File: src/rtl/mds_pkg.sv
// ---------------------------------------------------------------------------
// Multibyte delimiter splitter package
// Shared constants, register indexes and the segment result type.
// ---------------------------------------------------------------------------
`default_nettype none

package mds_pkg;

    localparam int MAX_DELIM_BYTES  = 8;
    localparam int WINDOW_BYTES     = 8;
    localparam int DELIM_CAP        = (MAX_DELIM_BYTES < WINDOW_BYTES) ?
                                      MAX_DELIM_BYTES : WINDOW_BYTES;
    localparam int MAX_STRING_BYTES = 65536;
    localparam int POS_W            = $clog2(MAX_STRING_BYTES + 1);
    localparam int START_W          = 16;
    localparam int LENGTH_W         = 17;
    localparam int START_CAP        = 65535;
    localparam int LENGTH_CAP       = 65536;
    localparam int DLEN_W           = 4;
    localparam int DELIM_W          = 8 * WINDOW_BYTES;
    localparam int RECENT_W         = 8 * (WINDOW_BYTES - 1);
    localparam int CFG_W            = 64;
    localparam int CFG_IDX_W        = 1;

    localparam logic [CFG_IDX_W-1:0] REG_DELIM_BYTES  = 1'b0;
    localparam logic [CFG_IDX_W-1:0] REG_DELIM_LENGTH = 1'b1;

    localparam logic [DELIM_W-1:0] DELIM_BYTES_RESET  = DELIM_W'(32);
    localparam logic [DLEN_W-1:0]  DELIM_LENGTH_RESET = DLEN_W'(1);

    typedef struct packed {
        logic                too_long;
        logic                last;
        logic [LENGTH_W-1:0] length;
        logic [START_W-1:0]  start;
    } seg_result_t;

endpackage

`default_nettype wire

File: src/rtl/mds_match.sv
// ---------------------------------------------------------------------------
// Delimiter window match
// Compares the newest bytes of the window against the configured delimiter.
// ---------------------------------------------------------------------------
`default_nettype none

module mds_match (
    input  wire logic [mds_pkg::DELIM_W-1:0] window,
    input  wire logic [mds_pkg::DELIM_W-1:0] delim_bytes,
    input  wire logic [mds_pkg::DLEN_W-1:0]  delim_length,
    output logic      [mds_pkg::DLEN_W-1:0]  eff_len,
    output logic                             match
);
    import mds_pkg::*;

    logic [5:0]              shamt;
    logic [DELIM_W-1:0]      aligned;
    logic [WINDOW_BYTES-1:0] byte_ok;

    always_comb
    begin
        if (delim_length == '0)
        begin
            eff_len = DLEN_W'(1);
        end
        else if (32'(delim_length) > DELIM_CAP)
        begin
            eff_len = DLEN_W'(DELIM_CAP);
        end
        else
        begin
            eff_len = delim_length;
        end
    end

    // The newest byte of a match lands in the lowest used lane after alignment.
    assign shamt   = 6'((WINDOW_BYTES - int'(eff_len)) * 8);
    assign aligned = window << shamt;

    always_comb
    begin
        for (int i = 0; i < WINDOW_BYTES; i++)
        begin
            byte_ok[i] = (DLEN_W'(i) >= eff_len) ||
                         (delim_bytes[8*i +: 8] == aligned[8*(WINDOW_BYTES-1-i) +: 8]);
        end
    end

    assign match = &byte_ok;

endmodule

`default_nettype wire

File: src/rtl/mds_core.sv
// ---------------------------------------------------------------------------
// Splitter core
// Holds the per-string state and forms at most one segment result per transaction.
// ---------------------------------------------------------------------------
`default_nettype none

module mds_core (
    input  wire logic                          clk,
    input  wire logic                          rst_n,
    input  wire logic                          accept,
    input  wire logic [7:0]                    data_byte,
    input  wire logic                          byte_present,
    input  wire logic                          string_end,
    input  wire logic [mds_pkg::DELIM_W-1:0]   delim_bytes,
    input  wire logic [mds_pkg::DLEN_W-1:0]    delim_length,
    output logic                               emit,
    output mds_pkg::seg_result_t               result
);
    import mds_pkg::*;

    logic [RECENT_W-1:0] recent_reg, recent_next;
    logic [POS_W-1:0]    pos_reg, pos_next;
    logic [POS_W-1:0]    begin_reg, begin_next;
    logic                ovf_reg, ovf_next;

    logic [DELIM_W-1:0]  window;
    logic [DLEN_W-1:0]   eff_len;
    logic                pattern_hit;
    logic                full;
    logic                counted;
    logic [POS_W-1:0]    next_pos;
    logic [POS_W-1:0]    span;
    logic                hit;
    logic [POS_W-1:0]    seg_len;

    assign window = {recent_reg, data_byte};

    mds_match u_match (
        .window       (window),
        .delim_bytes  (delim_bytes),
        .delim_length (delim_length),
        .eff_len      (eff_len),
        .match        (pattern_hit)
    );

    assign full     = (32'(pos_reg) >= MAX_STRING_BYTES);
    assign counted  = byte_present && !full;
    assign next_pos = counted ? pos_reg + POS_W'(1) : pos_reg;
    assign span     = next_pos - begin_reg;
    assign hit      = counted && !ovf_reg && (span >= POS_W'(eff_len)) && pattern_hit;
    assign seg_len  = hit ? span - POS_W'(eff_len) : span;
    assign emit     = hit || string_end;

    always_comb
    begin
        result.start    = (32'(begin_reg) > START_CAP) ? START_W'(START_CAP)
                                                       : START_W'(begin_reg);
        result.length   = (32'(seg_len) > LENGTH_CAP) ? LENGTH_W'(LENGTH_CAP)
                                                      : LENGTH_W'(seg_len);
        result.last     = string_end;
        result.too_long = ovf_reg || (byte_present && full);
    end

    always_comb
    begin
        recent_next = recent_reg;
        pos_next    = pos_reg;
        begin_next  = begin_reg;
        ovf_next    = ovf_reg;
        if (string_end)
        begin
            recent_next = '0;
            pos_next    = '0;
            begin_next  = '0;
            ovf_next    = 1'b0;
        end
        else
        begin
            if (byte_present)
            begin
                recent_next = window[RECENT_W-1:0];
            end
            if (byte_present && full)
            begin
                ovf_next = 1'b1;
            end
            pos_next = next_pos;
            if (hit)
            begin
                begin_next = next_pos;
            end
        end
    end

    always_ff @(posedge clk or negedge rst_n)
    begin
        if (!rst_n)
        begin
            recent_reg <= '0;
            pos_reg    <= '0;
            begin_reg  <= '0;
            ovf_reg    <= 1'b0;
        end
        else if (accept)
        begin
            recent_reg <= recent_next;
            pos_reg    <= pos_next;
            begin_reg  <= begin_next;
            ovf_reg    <= ovf_next;
        end
    end

endmodule

`default_nettype wire

File: src/rtl/multibyte_delimiter_splitter_unit.sv
// ---------------------------------------------------------------------------
// Multibyte delimiter splitter
// Splits a byte stream on a configurable delimiter of one to eight bytes.
// ---------------------------------------------------------------------------
// A byte is accepted on every clock while the output register is empty or
// being drained; the match, the segment arithmetic and the state update
// are combinational and are registered when the byte is accepted, and a
// segment appears on the output in the cycle after the byte that closes it.
// The rate is set by the single output register, which stalls the input
// only while a result waits and the downstream side is not ready.
// ---------------------------------------------------------------------------
`default_nettype none

module multibyte_delimiter_splitter_unit (
    input  wire logic                           clk,
    input  wire logic                           rst_n,
    input  wire logic                           cfg_we,
    input  wire logic [mds_pkg::CFG_IDX_W-1:0]  cfg_index,
    input  wire logic [mds_pkg::CFG_W-1:0]      cfg_data,
    input  wire logic                           s_axis_tvalid,
    output logic                                s_axis_tready,
    input  wire logic [7:0]                     s_axis_tdata,   // data_byte
    input  wire logic                           s_axis_tuser,   // byte_present
    input  wire logic                           s_axis_tlast,   // string_end
    output logic                                m_axis_tvalid,
    input  wire logic                           m_axis_tready,
    output logic [39:0]                         m_axis_tdata,   // segment_start, segment_length
    output logic                                m_axis_tuser,   // too_long
    output logic                                m_axis_tlast    // segment_last
);
    import mds_pkg::*;

    logic [DELIM_W-1:0] delim_bytes_reg;
    logic [DLEN_W-1:0]  delim_length_reg;
    logic               out_valid_reg, out_valid_next;
    seg_result_t        out_data_reg;

    logic               accept;
    logic               emit;
    seg_result_t        result;

    always_ff @(posedge clk or negedge rst_n)
    begin
        if (!rst_n)
        begin
            delim_bytes_reg  <= DELIM_BYTES_RESET;
            delim_length_reg <= DELIM_LENGTH_RESET;
        end
        else if (cfg_we)
        begin
            case (cfg_index)
                REG_DELIM_BYTES:  delim_bytes_reg  <= cfg_data[DELIM_W-1:0];
                REG_DELIM_LENGTH: delim_length_reg <= cfg_data[DLEN_W-1:0];
                default:          ;
            endcase
        end
    end

    assign s_axis_tready = !out_valid_reg || m_axis_tready;
    assign accept        = s_axis_tvalid && s_axis_tready;

    mds_core u_core (
        .clk          (clk),
        .rst_n        (rst_n),
        .accept       (accept),
        .data_byte    (s_axis_tdata),
        .byte_present (s_axis_tuser),
        .string_end   (s_axis_tlast),
        .delim_bytes  (delim_bytes_reg),
        .delim_length (delim_length_reg),
        .emit         (emit),
        .result       (result)
    );

    always_comb
    begin
        out_valid_next = out_valid_reg && !m_axis_tready;
        if (accept && emit)
        begin
            out_valid_next = 1'b1;
        end
    end

    always_ff @(posedge clk or negedge rst_n)
    begin
        if (!rst_n)
        begin
            out_valid_reg <= 1'b0;
        end
        else
        begin
            out_valid_reg <= out_valid_next;
        end
    end

    always_ff @(posedge clk)
    begin
        if (accept && emit)
        begin
            out_data_reg <= result;
        end
    end

    assign m_axis_tvalid = out_valid_reg;
    assign m_axis_tdata  = {7'b0, out_data_reg.length, out_data_reg.start};
    assign m_axis_tuser  = out_data_reg.too_long;
    assign m_axis_tlast  = out_data_reg.last;

endmodule

`default_nettype wire

File: config.mk
export PLATFORM = sky130hd
export DESIGN_NAME = multibyte_delimiter_splitter_unit
export DESIGN_NICKNAME = d
export VERILOG_FILES = /design/src/rtl/mds_pkg.sv /design/src/rtl/mds_match.sv /design/src/rtl/mds_core.sv /design/src/rtl/multibyte_delimiter_splitter_unit.sv
export SDC_FILE = /design/constraint.sdc
export NUM_CORES = 1
export LEC_CHECK = 0
export BUFFER_PORTS_ARGS = -buffer_cell sky130_fd_sc_hd__buf_2
export CORE_MARGIN = 2
export CORE_UTILIZATION = 45
export CTS_CLUSTER_SIZE = 16
export DETAILED_ROUTE_END_ITERATION = 12
export HOLD_SLACK_MARGIN = 0.15
export PLACE_DENSITY_LB_ADDON = 0.3
export REMOVE_ABC_BUFFERS = 1
export SLEW_MARGIN = 10
export SYNTH_ARGS = -nofsm -noshare
export SYNTH_HDL_FRONTEND = slang
export SYNTH_SLANG_ARGS = --single-unit
export TNS_END_PERCENT = 10
File: constraint.sdc
create_clock -name clk -period 9.7 [get_ports clk]
set_input_delay 1.94 -clock clk [delete_from_list [all_inputs] [get_ports clk]]
set_output_delay 1.94 -clock clk [all_outputs]
set_load 0.005 [all_outputs]
==> results.md <==
* Post-synth EDFFs at 35
* Worst r2r path cells at 17
* P&R area growth vs syn at 11.0%
* Grt total ovfl at 0
* RR Endpoint: m_axis_tdata[25]
* Routed vias/inst at about 6.1
* Post-route insts no fill at between 1500 and 2000
* Final Critical Period at around 7.5 ns
* Critical Path End: m_axis_tdata[25]
* Worst reg2reg setup slack at roughly 2.5 ns
* Initial DRC count at 1010
* Slew Viols, Final at 0
* GP Congestion at a little over 0.9
* Post-Route WL at 34800 um
* Worst hold path class: reg -> reg
* Syn Inst Count at 1238
* Hold depth at 1
* N_diodes at 0
* F_max at roughly 130 MHz
* Fillers at between 2000 and 3000
* # setup viols final at 0
* Mux cell area share after synthesis at 0.139
* Die area at just under 0.03 mm^2
* Critical Path Start: s_axis_tuser
* Cts hold-fix bufs at 0
* Fin util at 0.506
* # Max-Cap Violations at 0
* Compound-Gate Fraction of Synth Area at 0.189
* Ys Warns at 0
* Largest family of logic cells by synthesized area: compound AO/OA/AOI/OAI gates
* Max Root-Sink Buffers at 2
* Critical Setup Path Class: in -> reg
* Largest register FFs at 64
* Most frequent cell after synthesis: dfrtp_1
* Reg2reg start: delim_length_reg[2]
* Drt pass-1 iters at 5
* DP HPWL at around 25000 um
* Num rows at a little over 60
* Resized Gates After CTS at 0
* Initial antenna violation count at 0
* IO Port Bufs at 116
* VDD IR max at ~0.00010 V
* Synthesized area at around 0.013 mm^2
* Clk sinks at about 200
* Die X at around 170 um
* Prevailing post-synth register cell: dfrtp_1
* Clk_lat worst skew at around 0.45 ns
* Io pins at between 100 and 150
* CTS tree: done
* Cell taking the most area after synthesis: dfrtp_1
* Unrepaired setup endpoints after global routing: false
* XOR/XNOR Fraction of Synth Area at 0.0602
* Initial Util at 0.456
* Top cell type's share of synthesized area at 0.313
* Number of global-route vias before repair at roughly 9600
* Area taken by multi-input logic gates at 0.00708 mm^2
* # DRC at 0
* Vias at between 10000 and 15000
* Pwr Total at ~2.8 mW
* Dpl cells at around 1700
* Largest net degree at the start of global routing at 88
* Outcome: complete, no violations
* Final hold violation count at 0
* Core area at roughly 0.028 mm^2
* Adder-cell share of the synthesized area at 0.0269
* Nets@finish at 1412
* CTS Buf Count at 17
* Post CTS Setup Buffer Count at 0
* Die Y-Extent at 172 um
* Synth area leaders: dfrtp_1 (31%), edfxtp_1 (8.3%), mux2_2 (6.2%)
* Final critical-path share of the clock period at 0.774
* Rel. slew slack at 0.201
* Skew final at 0.0135 ns
* Root buf cell: clkbuf_16
* Synth async-reset ratio at 0.821
* Clock-pin slew on the worst setup and hold paths at approximately 0.07 ns
* Yosys cell types at between 90 and 100
* Worst EP arrival at about 7.7 ns
* Leakage Power at 5.94 nW
* Syn Area/Cell at approximately 10 um^2
* Post-route ant nets at 0
* WL/cell at ~20 um
* WP data required at 9.85 ns
* Crit. End Element: flop
* CP startpoint kind: primary input
* H-Tree Depth at 4
* Layout cells sized above 1 at 0.221
* Synth cell count leaders: dfrtp_1 (158), a22o_1 (82), mux2_2 (69), mux2i_1 (64), xnor2_1 (64)
* Total track usage at 0.239
* CP Max Fanout at 17
* Cell Pwr Density at between 150 and 200 mW/mm^2
* Seq. cell area at roughly 0.0051 mm^2
* TNS Setup at 0 ns
* Slew @ Worst Pin at approximately 1.2 ns
* Number of synthesized register bits at 195
* Register area share after synthesis at 0.400
* Simple-Gate Fraction of Synth Area at 0.140
* First-pass GRT wire length at ~55000 um
## worst min-delay path by stage
| stage | startpoint | endpoint |
|---|---|---|
| 5_1_grt | u_core.recent_reg[53] | u_core.recent_reg[53] |
| 3_5_place_dp | u_core.recent_reg[54] | u_core.recent_reg[54] |
| 6_report | u_core.recent_reg[54] | u_core.recent_reg[54] |
| 3_3_place_gp | u_core.recent_reg[48] | u_core.recent_reg[48] |
| 2_1_floorplan | u_core.recent_reg[48] | u_core.recent_reg[48] |
| 4_1_cts | u_core.recent_reg[54] | u_core.recent_reg[54] |
## logic make-up (layout without fill, tap and decap cells)
family	Yosys count	in the layout
AO/OA/AOI/OAI	333	333
AND/OR/NAND/NOR	323	323
flip-flops	195	195
multiplexers	148	148
buffers and inverters	126	201
XOR/XNOR	86	86
adder cells (fa/ha/maj)	26	26
other	1	7
## metrics by stage
step | hold WS [ns] | instance area (um^2) | setup slack [ns]
final | 0.509 | 14000 | 2.19
after global routing | 0.533 | 14000 | 1.70
after CTS | 0.513 | 14000 | 2.31
after global placement | 0.483 | 13500 | 2.01
after floorplan | 0.468 | 12200 | -0.537
after detailed placement | 0.490 | 13500 | 1.87
## where the power goes
part / total, mW / leakage [nW] / switching, mW / internal (mW)
Sequential: 0.982 / 2.40 / 0.0728 / 0.909
Clock: 0.700 / 0.271 / 0.339 / 0.361
Combinational: 1.09 / 3.27 / 0.659 / 0.428
## worst max-delay path: stages
cell      delay (ns)
buf_2           0.13
nor2b_1         0.54
nand2_1         0.25
xnor2_1         0.28
ha_1            0.33
nor2b_1         0.18
o21a_1          0.22
o21ai_0         0.68
a311oi_1        0.23
buf_4           0.22
or2_2           0.30
nor3_1          0.30
nand4b_1        0.20
a2111o_1        0.44
o21ai_1         0.33
buf_4           0.29
nor3_2          0.07
xor2_2          0.55
a21oi_1         0.17
## layout by cell type, fill, tap and decap left out, drive strengths merged, types with 24 or more instances in the layout
cell,n
nor3,25
o21ai,59
edfxtp,35
mux2,69
a21oi,60
inv,41
mux2i,65
nor2,55
a22o,82
dfrtp,158
ha,24
xnor2,64
nand2,61
buf,133
nand3,48
## per-layer routing
| metal | global-route usage | vias up | share of wire |
|---|---|---|---|
| met5 | 0 | - | 0 |
| met4 | 0.0693 | 0 | 0.022 |
| met3 | 0.0341 | 53 | 0.050 |
| met2 | 0.378 | 357 | 0.47 |
| met1 | 0.343 | 5191 | 0.46 |
| li1 | - | 4785 | - |
## final cells by class
type / instances / share of cell area
Clock inverter: 12 / 0.00875
Sequential cell: 195 / 0.361
Multi-Input combinational cell: 923 / 0.505
Clock buffer: 20 / 0.0311
Timing Repair Buffer: 133 / 0.0510
Tap cell: 378 / 0.0337
Inverter: 36 / 0.00964
Note: power is estimated with default switching activity, not from simulation.
